`config.mk`:
```
export PLATFORM = sky130hd
export DESIGN_NAME = bfa_bitmap_mem
export DESIGN_NICKNAME = d
export VERILOG_FILES = /design/src/rtl/bfa_pkg.sv /design/src/rtl/bfa_bitmap_mem.sv
export SDC_FILE = /design/constraint.sdc
export NUM_CORES = 2
export LEC_CHECK = 0
export BUFFER_PORTS_ARGS = -buffer_cell sky130_fd_sc_hd__buf_2
export CAP_MARGIN = 20
export CORE_MARGIN = 10
export CORE_UTILIZATION = 59
export CTS_CLUSTER_DIAMETER = 120
export DETAILED_ROUTE_END_ITERATION = 10
export GPL_ROUTABILITY_DRIVEN = 1
export PLACE_DENSITY = 0.81
export SETUP_SLACK_MARGIN = 0.5
export SYNTH_ARGS = -nofsm -noshare
export SYNTH_HDL_FRONTEND = slang
export SYNTH_SLANG_ARGS = --single-unit
export TNS_END_PERCENT = 50
```
`constraint.sdc`:
```
create_clock -name clock -period 4.25 [get_ports clock]
set_clock_uncertainty 0.1 [all_clocks]
set_input_delay 0.2125 -clock clock [delete_from_list [all_inputs] [get_ports clock]]
set_output_delay 0.2125 -clock clock [all_outputs]
set_load 0.02 [all_outputs]
```
`src/rtl/bfa_pkg.sv`:
```
// Shared sizes, codes and interface types of the bitmap frame allocator.
// No dependencies; used by every module of the block.
`default_nettype none

package bfa_pkg;

   // Pool geometry (PAGE_BYTES must be a power of two)
   localparam int FRAME_COUNT = 4096;
   localparam int PAGE_BYTES  = 4096;
   localparam int PAGE_SHIFT  = $clog2(PAGE_BYTES);

   // Bitmap layout: 32 frames per word
   localparam int WORD_COUNT = (FRAME_COUNT + 31) / 32;
   localparam int WORD_IDX_W = (WORD_COUNT > 1) ? $clog2(WORD_COUNT) : 1;
   localparam int FRAME_W    = WORD_IDX_W + 5;

   localparam logic [WORD_IDX_W-1:0] LAST_WORD_IDX = WORD_IDX_W'(WORD_COUNT - 1);

   // Bits of the last word that lie past the pool read as used
   localparam int TAIL_BITS = FRAME_COUNT - 32 * (WORD_COUNT - 1);
   localparam logic [31:0] TAIL_USED_MASK =
      (TAIL_BITS == 32) ? 32'h0 : ~((32'h1 << TAIL_BITS) - 32'h1);

   localparam logic [31:0] REGION_BASE_RESET = 32'h0100_0000;

   typedef enum logic [1:0] {
      STATUS_OK      = 2'd0,
      STATUS_FULL    = 2'd1,
      STATUS_OUTSIDE = 2'd2
   } status_type;

   typedef enum logic [2:0] {
      ST_IDLE,
      ST_FREE_CHK,
      ST_FREE_WR,
      ST_SCAN,
      ST_DONE
   } state_type;

   // Bitmap memory access from the sequencer
   typedef struct packed {
      logic                  we;
      logic [WORD_IDX_W-1:0] waddr;
      logic [31:0]           wdata;
      logic [WORD_IDX_W-1:0] raddr;
   } mem_req_type;

   // Finished result handed to the output register
   typedef struct packed {
      logic        valid;
      logic [31:0] granted;
      logic [1:0]  status;
   } result_type;

endpackage

`default_nettype wire

```
`src/rtl/bfa_bitmap_mem.sv`:
```
// Used-bit bitmap storage: one write and one registered read per cycle.
// Per-word valid bits make every word read as zero after reset.
// Depends on bfa_pkg.
`default_nettype none

module bfa_bitmap_mem (
   input  wire logic                 clock,
   input  wire logic                 reset,
   input  wire bfa_pkg::mem_req_type mem_req,
   output logic [31:0]               rd_data
);

   logic [31:0]                     mem [bfa_pkg::WORD_COUNT];
   logic [bfa_pkg::WORD_COUNT-1:0]  valid_ff;
   logic [bfa_pkg::WORD_COUNT-1:0]  valid_in;
   logic [31:0]                     rd_word_ff;
   logic                            rd_valid_ff;

   // Storage array, no reset
   always_ff @(posedge clock) begin
      if (mem_req.we) begin
         mem[mem_req.waddr] <= mem_req.wdata;
      end
      rd_word_ff <= mem[mem_req.raddr];
   end

   // Valid bits: cleared at once by reset, set by the first write
   always_comb begin
      valid_in = valid_ff;
      if (mem_req.we) begin
         valid_in[mem_req.waddr] = 1'b1;
      end
   end

   always_ff @(posedge clock) begin
      if (reset) begin
         valid_ff    <= '0;
         rd_valid_ff <= 1'b0;
      end else begin
         valid_ff    <= valid_in;
         rd_valid_ff <= valid_ff[mem_req.raddr];
      end
   end

   // Never-written word reads as all frames free
   assign rd_data = rd_valid_ff ? rd_word_ff : 32'h0;

endmodule

`default_nettype wire

```
# [Yosys cells after proc, flatten, opt, wreduce, memory -nomap -nowiden]
# Memories as Yosys holds them, arrays and structs flattened. A register that Yosys moved wholly into a read port is not among the register bits.
# Cells that the tools add are included.
[totals] n_memories=1 register_bits=129 ramBits=4096 output_inout_bits=32
[mem_list] memory="mem" words=128 width=32 read_ports=1 rd_clocked_by_memory_dff=1 wr=1 line_no="bfa_bitmap_mem.sv:13" text="logic [31:0] mem [bfa_pkg::WORD_COUNT];"
[classes] reduce_logical=1 bitwise_logic=1 order_cmp=3 muxes=7
[op_table] operator="$or 128x128->128" count=1
[op_table] operator="$mux 32" count=1
[op_table] operator="$lt 7x8->1 const B" count=2
[op_table] operator="$bmux 1 s7" count=1
[op_table] operator="$demux 1 s7" count=1
[op_table] operator="$ge 7x1->1 const B" count=1
[op_table] operator="$mux 1" count=4
[op_table] operator="$logic_and 1x1->1" count=1

# [Longest topological paths before layout]
[depth] depth_word=5 depth_mapped=12

# [Worst setup path after synthesis]
# No wires, ideal clock.
[synth_timing] path_kind="input to register" startpoint="input mem_req[41] (netlist name)" endpoint="memory mem[108][0], enable pin" path_stages=5 path_buffers=2 required_ns=3.727 t_arrival_ns=2.858 setup_ns=0.423 slack_ns=0.869 cell_sequence="clkbuf_1 or3b_2 or2_2 clkbuf_1 nor2_1"
[synth_lines] element="from (decl)" line_no="bfa_bitmap_mem.sv:9" text="input wire bfa_pkg::mem_req_type mem_req,"
[synth_lines] element="to (decl)" line_no="bfa_bitmap_mem.sv:13"
# No word-level cell before the write port.

==> impl_metrics.tcl <==
set metrics [dict create \
    syn2layout_area_growth_pct 13.4 \
    core_sq_um 274000 \
    antenna_found_initial 49 \
    vias 88200 \
    final_nets 8452 \
    grt_pass1_wl_mm 665 \
    synth_top_cell_area_share 0.758 \
    hold_viol_final 0 \
    max_stage_delay_ns 1.05 \
    worstPathCellList "buf_12 -> buf_12 -> buf_4 -> mux4_2 -> a22oi_1 -> a21oi_1 -> a21oi_1 -> nand4bb_1" \
    setup_viol 0 \
    io_buffer_count 80 \
    dp_hpwl_mm 260 \
    cts_max_level 5 \
    io_pins 81 \
    grt_overflow 0 \
    hp-class "input pin to register" \
    final_max_slew_viol_count 0 \
    grt_usage 0.315 \
    synth_seq_area_share 0.778 \
    synth-seq-cells 4257 \
    cap_violations 0 \
    vias_per_cell 7.14 \
    min_period_ns 3.77 \
    worst-setup-path-type "input pin to register" \
    final_util 0.672 \
    setup_ws_ns 0.483 \
    cts_buffers 400 \
    top_layer_used "met5" \
    clk_path_buf_depth 4 \
    seq_power_share 0.536 \
    cp_top_family "compound AO/OA/AOI/OAI gates" \
    dieArea_sq_um 296000 \
    endpoint_kind "register" \
    synth_edf_count 4096 \
    fin_area_sq_um 184000 \
    finalCritPeriodShare 0.886 \
    final_common_cell "edfxtp_1" \
    clock_latency_ns 1.01 \
    initial_utilization 0.593 \
    dr_wl_met2_mm 216 \
    power.density_nw_per_um2 470 \
    die_height_um 544 \
    dpl_worst_slack_ns -0.0575 \
    irDropWorstVdd_mv 0.492 \
    cp_num_buf_inv 3 \
    rsz0062_at_grt "false" \
    syn_inst 7892 \
    cts_resized 0 \
    clk_pin_slew_worst_paths_ns 0.06 \
    required_ns 4.94 \
    yosys_warnings 0 \
    status "completed" \
    synth_area_per_cell_sq_um 20.6 \
    power_frac_comb 0.051 \
    synth_area_leader_cell "edfxtp_1" \
    cts_setup_buffers 0 \
    grt_pass1_vias 88200 \
    mostFrequentLayoutCells "edfxtp_1, mux4_2, mux2i_1, buf_4, clkbuf_16" \
    worst_pin_slew_ns 1.36 \
    p_int_w 0.0675 \
    switching_share 0.219 \
    synth-async-reset-ratio 0 \
    synth_area_sq_um 162000 \
    wl_met3_mm 70.0 \
    die_w_um 544 \
    wl_met1_mm 148 \
    drive_gt1_frac 0.241 \
    slew-limit-headroom 0.0929 \
    routed_wl_mm 470 \
    synthTopCellsByArea "edfxtp_1, mux4_2, mux2i_1" \
    critPathSlowestCell "a21oi_1" \
    synth.net_count 7941 \
    clock-sinks 4257 \
    path_max_fanout 50 \
    dpl-instance-area_sq_um 170000 \
    remaining_drc_errors 0 \
    worstPathArrival_ns 4.46 \
    cp-start-kind "input pin" \
    postRouteAntennaNets 0 \
    synthFlopType "edfxtp_1" \
    wl_per_cell_um 38.0 \
    grt_max_degree 129 \
    cts_root_buf "clkbuf_16" \
    leakage_nw 59.1 \
    switchingPower_w 0.0189 \
    fmax_mhz 265 \
    ys_types 42 \
    dr.first_iter.drc_count 15600 \
    fillers 15600 \
    cts_tree "built" \
    fp-row-count 192 \
    clkPwrFrac 0.413 \
    gp_congestion 0.937 \
    drt_pass1_iterations 9 \
]
## final cells by class
class                           count  area (sq um)  area share
Clock inverter                    229          2400      0.0130
Sequential cell                  4257        126000       0.686
Inverter                            2          8.76   0.0000476
Clock buffer                      513         10700      0.0580
Multi-Input combinational cell   3172         35000       0.190
Tap cell                         3589          4490      0.0244
Antenna cell                       33          82.6    0.000449
Timing Repair Buffer              570          5090      0.0277
## through the flow
step	TNS, ns	hold slack [ns]	cells	power (W)
after floorplan	0	0.211	7892	0.0492
after global placement	-0.0922	0.343	11500	0.0512
after detailed placement	-0.0575	0.353	11500	0.0513
after CTS	0	0.0219	12300	0.0863
after global routing	0	0.0508	12300	0.0881
final	0	0.0502	12400	0.0864
## flip-flops by register name, indices dropped and copies added (netlist names)
signal,flops
mem,4096
rd_valid_ff,1
valid_ff,128
rd_word_ff,32
## logic make-up (layout without fill, tap and decap cells)
group           count (synthesis)  after routing  share of synthesized area
mux                          1394           1394                      0.149
compound gates                573            573                     0.0241
buf+inv                       463           1314                     0.0128
flops                        4257           4257                      0.778
other cells                     0             33                          0
simple gates                 1205           1205                     0.0356
## synthesized netlist by cell type, types with 4 or more instances
| library cell | number |
|---|---|
| edfxtp_1 | 4096 |
| mux4_2 | 816 |
| mux2i_1 | 545 |
| nor2_1 | 391 |
| a22oi_1 | 306 |
| nand3_1 | 303 |
| clkbuf_1 | 247 |
| nand2_1 | 237 |
| dfxtp_1 | 161 |
| buf_2 | 133 |
| a21oi_1 | 127 |
| nor2b_1 | 75 |
| nand4_1 | 72 |
| o21ai_0 | 64 |
| buf_1 | 51 |
| and2_1 | 38 |
| mux2_2 | 33 |
| a32oi_1 | 32 |
| nor4_1 | 32 |
| a221oi_1 | 31 |
| nand4bb_1 | 31 |
| buf_6 | 17 |
| buf_4 | 13 |
| nand3b_1 | 5 |
| nand4b_1 | 5 |
| or2_2 | 5 |
| a211oi_1 | 4 |
## path summary, 6_finish.rpt
check / endpoint / from / cells after the start / slack (ns)
worst max-delay path: rd_word_ff[14] / mem_req[0] / 8 / 0.48
worst min-delay path: mem[6][16] / mem_req[23] / 2 / 0.05
worst max register to register: rd_word_ff[14] / mem[59][14] / 5 / 0.91
worst min register to register: valid_ff[18] / valid_ff[18] / 2 / 0.37
## what timing repair did
| action | 4_1_cts | 5_1_grt |
|---|---|---|
| hold endpoints to repair | 2122 | 0 |
| hold buffers | 49 | 0 |
| endpoints found under the setup margin | 0 | 0 |
## power groups by stage
stage / clock [W] / combinational [W] / sequential, W
after global placement: 0 / 0.00401 / 0.0472
after detailed placement: 0 / 0.00415 / 0.0472
after floorplan: 0 / 0.00208 / 0.0471
final: 0.0357 / 0.00441 / 0.0463
after global routing: 0.0373 / 0.00452 / 0.0463
after CTS: 0.0358 / 0.00427 / 0.0463
## metal layers
metal  track usage  vias to the layer above
li1              -                    33600
met1         0.405                    44800
met2         0.475                     8144
met3        0.0974                     1625
met4         0.192                       34
met5       0.00240                        -
Power figures use the tool's default switching activity.
