--- src/rtl/bfa_pkg.sv ---
// Shared sizes, codes and interface types of the bitmap frame allocator.
// No dependencies; used by every module of the block.
`default_nettype none

package bfa_pkg;

   // Pool geometry (PAGE_BYTES must be a power of two)
   localparam int FRAME_COUNT = 4096;
   localparam int PAGE_BYTES  = 4096;
   localparam int PAGE_SHIFT  = $clog2(PAGE_BYTES);

   // Bitmap layout: 32 frames per word
   localparam int WORD_COUNT = (FRAME_COUNT + 31) / 32;
   localparam int WORD_IDX_W = (WORD_COUNT > 1) ? $clog2(WORD_COUNT) : 1;
   localparam int FRAME_W    = WORD_IDX_W + 5;

   localparam logic [WORD_IDX_W-1:0] LAST_WORD_IDX = WORD_IDX_W'(WORD_COUNT - 1);

   // Bits of the last word that lie past the pool read as used
   localparam int TAIL_BITS = FRAME_COUNT - 32 * (WORD_COUNT - 1);
   localparam logic [31:0] TAIL_USED_MASK =
      (TAIL_BITS == 32) ? 32'h0 : ~((32'h1 << TAIL_BITS) - 32'h1);

   localparam logic [31:0] REGION_BASE_RESET = 32'h0100_0000;

   typedef enum logic [1:0] {
      STATUS_OK      = 2'd0,
      STATUS_FULL    = 2'd1,
      STATUS_OUTSIDE = 2'd2
   } status_type;

   typedef enum logic [2:0] {
      ST_IDLE,
      ST_FREE_CHK,
      ST_FREE_WR,
      ST_SCAN,
      ST_DONE
   } state_type;

   // Bitmap memory access from the sequencer
   typedef struct packed {
      logic                  we;
      logic [WORD_IDX_W-1:0] waddr;
      logic [31:0]           wdata;
      logic [WORD_IDX_W-1:0] raddr;
   } mem_req_type;

   // Finished result handed to the output register
   typedef struct packed {
      logic        valid;
      logic [31:0] granted;
      logic [1:0]  status;
   } result_type;

endpackage

`default_nettype wire

--- src/rtl/bfa_sequencer.sv ---
// Request sequencer: word scan for allocate, read-modify-write for free.
// Drives the bitmap memory port and hands one result per request.
// Depends on bfa_pkg.
`default_nettype none

module bfa_sequencer (
   input  wire logic                 clock,
   input  wire logic                 reset,
   input  wire logic                 req_valid,
   output logic                      req_ready,
   input  wire logic                 req_command,
   input  wire logic [31:0]          req_frame_address,
   input  wire logic [31:0]          region_base,
   input  wire logic                 out_free,
   output bfa_pkg::mem_req_type      mem_req,
   input  wire logic [31:0]          rd_data,
   output bfa_pkg::result_type       result
);

   bfa_pkg::state_type               state_ff, state_in;
   logic [31:0]                      offset_ff;
   logic [bfa_pkg::WORD_IDX_W-1:0]   rd_ptr_ff;
   logic [bfa_pkg::WORD_IDX_W-1:0]   chk_ptr_ff;
   logic                             data_valid_ff;
   logic [bfa_pkg::FRAME_W-1:0]      frame_ff;
   logic                             alloc_ok_ff;
   bfa_pkg::status_type              status_ff;

   logic                             accept;
   logic [bfa_pkg::FRAME_W-1:0]      tgt_frame;
   logic                             in_range;
   logic [31:0]                      eff_word;
   logic [5:0]                       zpos;
   logic                             hit;
   logic                             miss_last;

   // Lowest clear bit of a word, 32 when the word is full
   function automatic logic [5:0] lowest_zero(input logic [31:0] w);
      logic [5:0] pos;
      pos = 6'd32;
      for (int b = 31; b >= 0; b--) begin
         if (!w[b]) begin
            pos = 6'(b);
         end
      end
      return pos;
   endfunction

   assign accept = req_valid && req_ready;

   // Free path: frame number of the offset, range check
   assign tgt_frame = offset_ff[bfa_pkg::PAGE_SHIFT +: bfa_pkg::FRAME_W];
   assign in_range  = (offset_ff >> bfa_pkg::PAGE_SHIFT) < 32'(bfa_pkg::FRAME_COUNT);

   // Scan path: check the word read in the previous cycle
   assign eff_word  = rd_data |
                      ((chk_ptr_ff == bfa_pkg::LAST_WORD_IDX) ? bfa_pkg::TAIL_USED_MASK : 32'h0);
   assign zpos      = lowest_zero(eff_word);
   assign hit       = data_valid_ff && !zpos[5];
   assign miss_last = data_valid_ff && zpos[5] && (chk_ptr_ff == bfa_pkg::LAST_WORD_IDX);

   // Next state
   always_comb begin
      state_in = state_ff;
      case (state_ff)
         bfa_pkg::ST_IDLE: begin
            if (accept) begin
               state_in = req_command ? bfa_pkg::ST_FREE_CHK : bfa_pkg::ST_SCAN;
            end
         end
         bfa_pkg::ST_FREE_CHK: begin
            state_in = in_range ? bfa_pkg::ST_FREE_WR : bfa_pkg::ST_DONE;
         end
         bfa_pkg::ST_FREE_WR: begin
            state_in = bfa_pkg::ST_DONE;
         end
         bfa_pkg::ST_SCAN: begin
            if (hit || miss_last) begin
               state_in = bfa_pkg::ST_DONE;
            end
         end
         bfa_pkg::ST_DONE: begin
            if (out_free) begin
               state_in = bfa_pkg::ST_IDLE;
            end
         end
         default: begin
            state_in = bfa_pkg::ST_IDLE;
         end
      endcase
   end

   // Outputs: handshake, memory port, result
   always_comb begin
      req_ready      = 1'b0;
      mem_req.we     = 1'b0;
      mem_req.waddr  = chk_ptr_ff;
      mem_req.wdata  = rd_data;
      mem_req.raddr  = rd_ptr_ff;
      result.valid   = 1'b0;
      result.granted = 32'h0;
      result.status  = status_ff;
      case (state_ff)
         bfa_pkg::ST_IDLE: begin
            req_ready = 1'b1;
         end
         bfa_pkg::ST_FREE_CHK: begin
            mem_req.raddr = tgt_frame[bfa_pkg::FRAME_W-1:5];
         end
         bfa_pkg::ST_FREE_WR: begin
            mem_req.we    = 1'b1;
            mem_req.waddr = tgt_frame[bfa_pkg::FRAME_W-1:5];
            mem_req.wdata = rd_data & ~(32'h1 << tgt_frame[4:0]);
         end
         bfa_pkg::ST_SCAN: begin
            mem_req.we    = hit;
            mem_req.waddr = chk_ptr_ff;
            mem_req.wdata = rd_data | (32'h1 << zpos[4:0]);
         end
         bfa_pkg::ST_DONE: begin
            result.valid = out_free;
            if (alloc_ok_ff) begin
               result.granted = region_base + (32'(frame_ff) << bfa_pkg::PAGE_SHIFT);
            end
         end
         default: begin
            req_ready = 1'b0;
         end
      endcase
   end

   // Control registers
   always_ff @(posedge clock) begin
      if (reset) begin
         state_ff      <= bfa_pkg::ST_IDLE;
         data_valid_ff <= 1'b0;
      end else begin
         state_ff <= state_in;
         if (accept) begin
            data_valid_ff <= 1'b0;
         end else if (state_ff == bfa_pkg::ST_SCAN) begin
            data_valid_ff <= 1'b1;
         end
      end
   end

   // Datapath registers
   always_ff @(posedge clock) begin
      if (accept) begin
         offset_ff   <= req_frame_address - region_base;
         rd_ptr_ff   <= '0;
         chk_ptr_ff  <= '0;
         alloc_ok_ff <= 1'b0;
         status_ff   <= bfa_pkg::STATUS_OK;
      end
      case (state_ff)
         bfa_pkg::ST_FREE_CHK: begin
            status_ff <= in_range ? bfa_pkg::STATUS_OK : bfa_pkg::STATUS_OUTSIDE;
         end
         bfa_pkg::ST_SCAN: begin
            // one word read each cycle; the last word is re-read until checked
            chk_ptr_ff <= rd_ptr_ff;
            if (rd_ptr_ff != bfa_pkg::LAST_WORD_IDX) begin
               rd_ptr_ff <= rd_ptr_ff + 1'b1;
            end
            if (hit) begin
               frame_ff    <= {chk_ptr_ff, zpos[4:0]};
               alloc_ok_ff <= 1'b1;
               status_ff   <= bfa_pkg::STATUS_OK;
            end else if (miss_last) begin
               status_ff <= bfa_pkg::STATUS_FULL;
            end
         end
         default: begin
         end
      endcase
   end

   // An accepted request always leaves idle
   a_accept_leaves_idle: assert property (@(posedge clock) disable iff (reset)
      accept |=> state_ff != bfa_pkg::ST_IDLE)
      else $error("accepted request did not start work");

   // A grant write during the scan finishes with an ok status
   a_grant_ok: assert property (@(posedge clock) disable iff (reset)
      (mem_req.we && state_ff == bfa_pkg::ST_SCAN) |=>
         (state_ff == bfa_pkg::ST_DONE && status_ff == bfa_pkg::STATUS_OK && alloc_ok_ff))
      else $error("scan write without ok grant");

   // Failed requests return a zero address
   a_fail_zero: assert property (@(posedge clock) disable iff (reset)
      (result.valid && result.status != bfa_pkg::STATUS_OK) |-> result.granted == 32'h0)
      else $error("nonzero address on failed request");

   // Results leave only when the output register can take them
   a_result_free: assert property (@(posedge clock) disable iff (reset)
      result.valid |-> out_free && state_ff == bfa_pkg::ST_DONE)
      else $error("result issued into a full output register");

endmodule

`default_nettype wire

--- config.mk ---
export PLATFORM = sky130hd
export DESIGN_NAME = bfa_sequencer
export DESIGN_NICKNAME = d
export VERILOG_FILES = /design/src/rtl/bfa_pkg.sv /design/src/rtl/bfa_sequencer.sv
export SDC_FILE = /design/constraint.sdc
export NUM_CORES = 1
export LEC_CHECK = 0
export CAP_MARGIN = 30
export CORE_MARGIN = 4
export CORE_UTILIZATION = 36
export DETAILED_ROUTE_END_ITERATION = 10
export DONT_BUFFER_PORTS = 1
export SLEW_MARGIN = 15
export SYNTH_ARGS = -nofsm -noshare
export SYNTH_HDL_FRONTEND = slang
export SYNTH_SLANG_ARGS = --single-unit
--- constraint.sdc ---
create_clock -name clock -period 3.6 [get_ports clock]
set_clock_uncertainty 0.2 [all_clocks]
set_input_delay 0.36 -clock clock [delete_from_list [all_inputs] [get_ports clock]]
set_output_delay 0.36 -clock clock [all_outputs]
set_load 0.05 [all_outputs]
# [Yosys cells after proc, flatten, opt, wreduce, memory -nomap -nowiden]
# Index checks and enable logic that the tools add are counted.
[op_classes] add_sub_neg=3 n_lt_le_gt_ge=1 n_eq_ne=9 shifts=2 n_mux=56 bitwise=3 n_reduce_logical=11
[op_table] op="$mux W6" n=32
[op_table] op="$pmux W40 S2" n=1
[op_table] op="$shl A1 B5 Y32 const A" n=2
[op_table] op="$mux W7" n=6
[op_table] op="$mux W33" n=1
[op_table] op="$add A32 B24 Y32" n=1
[op_table] op="$and A32 B32 Y32" n=1
[op_table] op="$mux W32" n=1
[op_table] op="$not A32 Y32" n=1
[op_table] op="$or A32 B32 Y32" n=1
[op_table] op="$sub A32 B32 Y32" n=1
[op_table] op="$lt A20 B13 Y1 const B" n=1
[op_table] op="$pmux W3 S5" n=1
[op_table] op="$mux W3" n=4
[op_table] op="$mux W2" n=5
[op_table] op="$add A7 B1 Y7 const B" n=1
[op_table] op="$eq A7 B7 Y1 const B" n=1
[op_table] op="$ne A7 B7 Y1 const B" n=1
[op_table] op="$eq A3 B2 Y1 const B" n=2
[op_table] op="$ne A2 B2 Y1 const B" n=3
[op_table] op="$logic_and A1 B1 Y1" n=4
[op_table] op="$mux W1" n=4
[op_table] op="$pmux W2 S2" n=1
[op_table] op="$eq A3 B1 Y1 const B" n=1
[op_table] op="other kinds (8)" n=8
[word_totals] regBits=65 in_bits=101 output_inout_bits=83 elab_cells=93

# [Logic depth before layout (Yosys ltp)]
[depth] word_depth=37 ltp_mapped=11 ltp_nobuf=11

# [Least setup slack after synthesis]
# Ideal clock, no wire load.
[synth_path] path_kind="flip-flop to output port" start="reg frame_ff[1] in the netlist's numbering" end="out result[33] in the netlist's numbering" arrival_ns=2.828 required_time_ns=3.040 path_slack_ns=0.212 path_stages_with_launch=11 n_path_buf=0 cell_sequence="edfxtp_1 ha_1 a21o_1 a21oi_1 o21bai_1 a2111oi_2 o31ai_1 a31oi_1 nor4_1 xnor2_1 nor2_1"
[synth_rtl] item="start: declaration" line_no="bfa_sequencer.sv:25" text="logic [bfa_pkg::FRAME_W-1:0] frame_ff;"
[synth_rtl] item="start signal: assignment" line_no="bfa_sequencer.sv:167" text="frame_ff <= {chk_ptr_ff, zpos[4:0]};"
[synth_rtl] item="end: declaration" line_no="bfa_sequencer.sv:17" text="output bfa_pkg::result_type result"

==> impl_metrics.csv <==
group,metric,value,unit
outcome,status,"complete, no violations",
detailed_routing,drc,0,
critical_path,crit_path_capture_type,"primary output",
detailed_routing,vias_per_cell,5.57,
detailed_routing,dr.pass1.iters,5,
placed_design,place_area,5530,sq um
layout,filler_cell_count,1324,
pwr,power.switching,664,uW
detailed_routing,num_vias,4714,
timing,fmax,0.295,GHz
critical_path,cpMaxStageDelayCell,"sky130_fd_sc_hd__fa_1",
synthesis,yosys.cell_types.count,53,
layout,area_added_between_synthesis_and_finish,19.8,%
layout,combined_area_of_the_multi_input_logic_cells,3270,sq um
critical_path,r2r_cells,5,
synthesis,netlist.top_cell.by_area,"sky130_fd_sc_hd__edfxtp_1",
critical_path,critical_path_class,"register to primary output",
critical_path,slowest_delay,410,ps
global_routing,global_route_wire_length_before_repair,22400,um
synthesis,synth.net_count,747,
clock_tree,cts.clk_slew.worst_paths,70,ps
timing,post-route-min-period,3390,ps
pwr,internal_power,1190,uW
clock_tree,cts_tree,"yes",
synthesis,number_of_warnings_reported_in_the_yosys_synthesis_log,0,
timing,finalMaxSlewViolations,0,
floorplanning,die_width,124,um
placed_design,global_placer_s_final_weighted_congestion,0.857,
worst_hold_path,worstHoldPathType,"input port to register",
clock_tree,clockRootBuffer,"sky130_fd_sc_hd__clkbuf_16",
pwr,power_frac_clock,0.263,
pwr,total_leakage_power,0.00238,uW
pwr,max-vdd-ir-drop,0.228,mV
floorplanning,top_level_ports,184,
synthesis,synth.cells.most_frequent,"sky130_fd_sc_hd__o21ai_0 (84), sky130_fd_sc_hd__nor2_1 (75), sky130_fd_sc_hd__nand2_1 (47)",
synthesis,mappedNetlistArea,4840,sq um
floorplanning,design.core.area,13200,sq um
critical_path,cp.arrival,2830,ps
floorplanning,fp-row-count,42,
synthesis,syn_avg_cell_area,8.03,sq um
placed_design,port_buffers,0,
pwr,p_comb_frac,0.325,
clock_tree,clock_insertion_delay_worst_skew,290,ps
worst_hold_path,timing.hold.worst_path_depth,2,
critical_path,timing.critical_path.from_type,"register",
clock_tree,max-clock-path-buffers,2,
placed_design,dpl.hpwl,12500,um
global_routing,antenna_violations_before_repair,0,
floorplanning,chip_height,124,um
critical_path,path_delay_family,"compound AO/OA/AOI/OAI gates",
global_routing,grt_start_max_net_pins,26,
clock_tree,htree_levels,2,
critical_path,wp_buf_inv,1,
timing,report.final.setup_viol,0,
timing,final_hold_viol_count,0,
synthesis,synth-seq-area-share,0.300,
timing,timing_worst_slew_pin_value,1070,ps
synthesis,most_instantiated_library_cell_after_synthesis,"sky130_fd_sc_hd__o21ai_0",
synthesis,synth_top_flop_cell,"sky130_fd_sc_hd__edfxtp_1",
job,max-cap-violations,0,
critical_path,required,3040,ps
timing,setup_tns,0,ps
worst_hold_path,hold_start,"out_free",
detailed_routing,postRouteAntennaNets,0,
critical_path,reg2reg_from,"state_ff[1]$_SDFFE_PP0P_",
critical_path,timing.critical_path.cells,"ha_1, fa_1, a21o_1, a21oi_2, nor2b_1, o21a_1, o21ai_2, o21a_2, nor3_1, xnor2_1, nor2_1, buf_4",
detailed_routing,totalWireLength,15100,um
synthesis,number_of_cells_produced_by_synthesis,602,
global_routing,track_usage,0.183,
global_routing,vias_in_the_first_global_route,4508,
detailed_routing,initialDrtViolationCount,274,
placed_design,numPlacedInstances,835,
global_routing,globalRoute.totalOverflow,0,
layout,antennaDiodeCount,0,
critical_path,r2r_slack,1330,ps
layout,finalNonFillerCells,846,
pwr,switching_share,0.357,
synthesis,synth-edff-count,39,
synthesis,asyncSetResetFlopFracSynth,0,
clock_tree,cts.sinks,53,
layout,ff_latch_area,1450,sq um
timing,timing.slew.headroom,0.281,
layout,drive_gt1_frac,0.166,
layout,finalInstanceArea,5790,sq um
synthesis,yosys_register_bits,53,
clock_tree,cts_buffers,5,
timing,final_min_period_over_clock_period,0.942,
synthesis,synth_area_leaders,"sky130_fd_sc_hd__edfxtp_1 (24%), sky130_fd_sc_hd__ha_1 (11%), sky130_fd_sc_hd__o21ai_0 (8.7%)",
layout,nets,814,
synthesis,netlist.area_leader.share,0.242,
critical_path,regToRegEndpoint,"offset_ff[18]$_DFFE_PP_",
pwr,power.sequential.fraction,0.412,
worst_hold_path,worstHoldEndpoint,"state_ff[2]$_SDFFE_PP0P_",
floorplanning,floorplan.die_area,15400,sq um
detailed_routing,routedWlPerCell,17.8,um
pwr,power.density,321,nW/um^2
floorplanning,initial_core_util,0.367,
critical_path,timing.critical_path.fanout_max,5,
[worst max-delay path by stage]
stage	start	end	slack [ps]	cells past startpoint
2_1_floorplan	frame_ff[1]$_DFFE_PP_	result[33]	210	10
3_3_place_gp	frame_ff[1]$_DFFE_PP_	result[33]	270	11
3_5_place_dp	frame_ff[1]$_DFFE_PP_	result[33]	230	11
4_1_cts	frame_ff[1]$_DFFE_PP_	result[33]	20	11
5_1_grt	frame_ff[1]$_DFFE_PP_	result[33]	-0.8	11
6_report	frame_ff[0]$_DFFE_PP_	result[28]	210	12
[through the flow]
stage                     utilization  power, uW  hold WS (ps)  worst slack, ps
after global routing            0.439       1960          82.9           -0.818
after global placement          0.420       1360           233              272
final                           0.439       1860          73.6              209
after floorplan                     -       1230           232              212
after detailed placement        0.420       1370           235              228
after CTS                       0.433       1860          65.4             18.4
[final cells by class]
type,count,area share
Clock buffer,5,0.0216
Inverter,45,0.0292
Multi-Input combinational cell,496,0.564
Timing Repair Buffer,68,0.0911
Clock inverter,3,0.00583
Tap cell,176,0.0380
Sequential cell,53,0.251
[power groups by stage]
stage / Combinational [uW] / Sequential (uW) / Clock (uW)
finish: 604 / 766 / 488
global placement: 580 / 780 / 0
detailed placement: 589 / 781 / 0
global route: 661 / 773 / 523
CTS: 594 / 767 / 499
floorplan: 467 / 762 / 0
[flip-flops by register name, indices dropped and copies added, names as in the netlist]
name           flops
alloc_ok_ff        1
chk_ptr_ff         7
data_valid_ff      1
frame_ff          12
offset_ff         20
rd_ptr_ff          7
state_ff           3
status_ff          2
[worst reg2reg max path, stage by stage, from the launching register on]
cell and delay (ps):
sky130_fd_sc_hd__dfxtp_1 480, sky130_fd_sc_hd__nor3_2 170, sky130_fd_sc_hd__buf_4 220, sky130_fd_sc_hd__nand2_1 250, sky130_fd_sc_hd__inv_1 420, sky130_fd_sc_hd__buf_8 230
[layer usage]
layer  global-route usage  part of all wire  up-vias
met4               0.0418             0.019        0
met5                    0                 0        -
met3               0.0472             0.089       21
met2                0.340              0.50      182
met1                0.211              0.39     2191
li1                     -                 -     2320
[placed cells by master, fill, tap and decap left out, drive strengths merged, types with 2 or more instances in the layout]
cell | synthesis | routed
nand4 | 17 | 17
and4 | 2 | 2
o21a | 8 | 8
o21bai | 3 | 3
a2111oi | 2 | 2
nand3 | 20 | 20
a21oi | 36 | 36
o211ai | 3 | 3
and2 | 6 | 6
ha | 43 | 43
or4 | 3 | 3
nand2 | 47 | 47
or2 | 2 | 2
xor2 | 13 | 13
or3 | 2 | 2
buf | 1 | 67
clkbuf | 7 | 5
nor3 | 11 | 11
inv | 45 | 45
a31oi | 5 | 5
nand2b | 9 | 9
nor2 | 75 | 75
mux2i | 2 | 2
a21boi | 3 | 3
o21ai | 88 | 88
nor2b | 16 | 16
mux2 | 14 | 14
xnor2 | 23 | 23
and3 | 13 | 13
nand3b | 2 | 2
o31ai | 6 | 6
a21o | 6 | 6
o2111ai | 3 | 3
dfxtp | 14 | 14
edfxtp | 39 | 39
clkinv | 0 | 3
[cells by family after synthesis]
kind of cell               after synthesis  share of synthesized area
DFF                                     53                      0.300
muxes                                   16                     0.0367
AOI/OAI and AO/OA                      173                      0.216
and+or+nand+nor                        227                      0.226
buffers and inverters                   53                     0.0411
adders and majority gates               44                      0.115
xor gates and xnor gates                36                     0.0652
[timing repair]
action / CTS / global route
cloned: 0 / 0
setup buffers: 0 / 1
hold buffers: 1 / 0
setup endpoints to repair: 7 / 8
endpoints found under the hold margin: 4 / 0
pin swaps: 1 / 2
resized for setup: 2 / 11
Power figures use the tool's default switching activity.
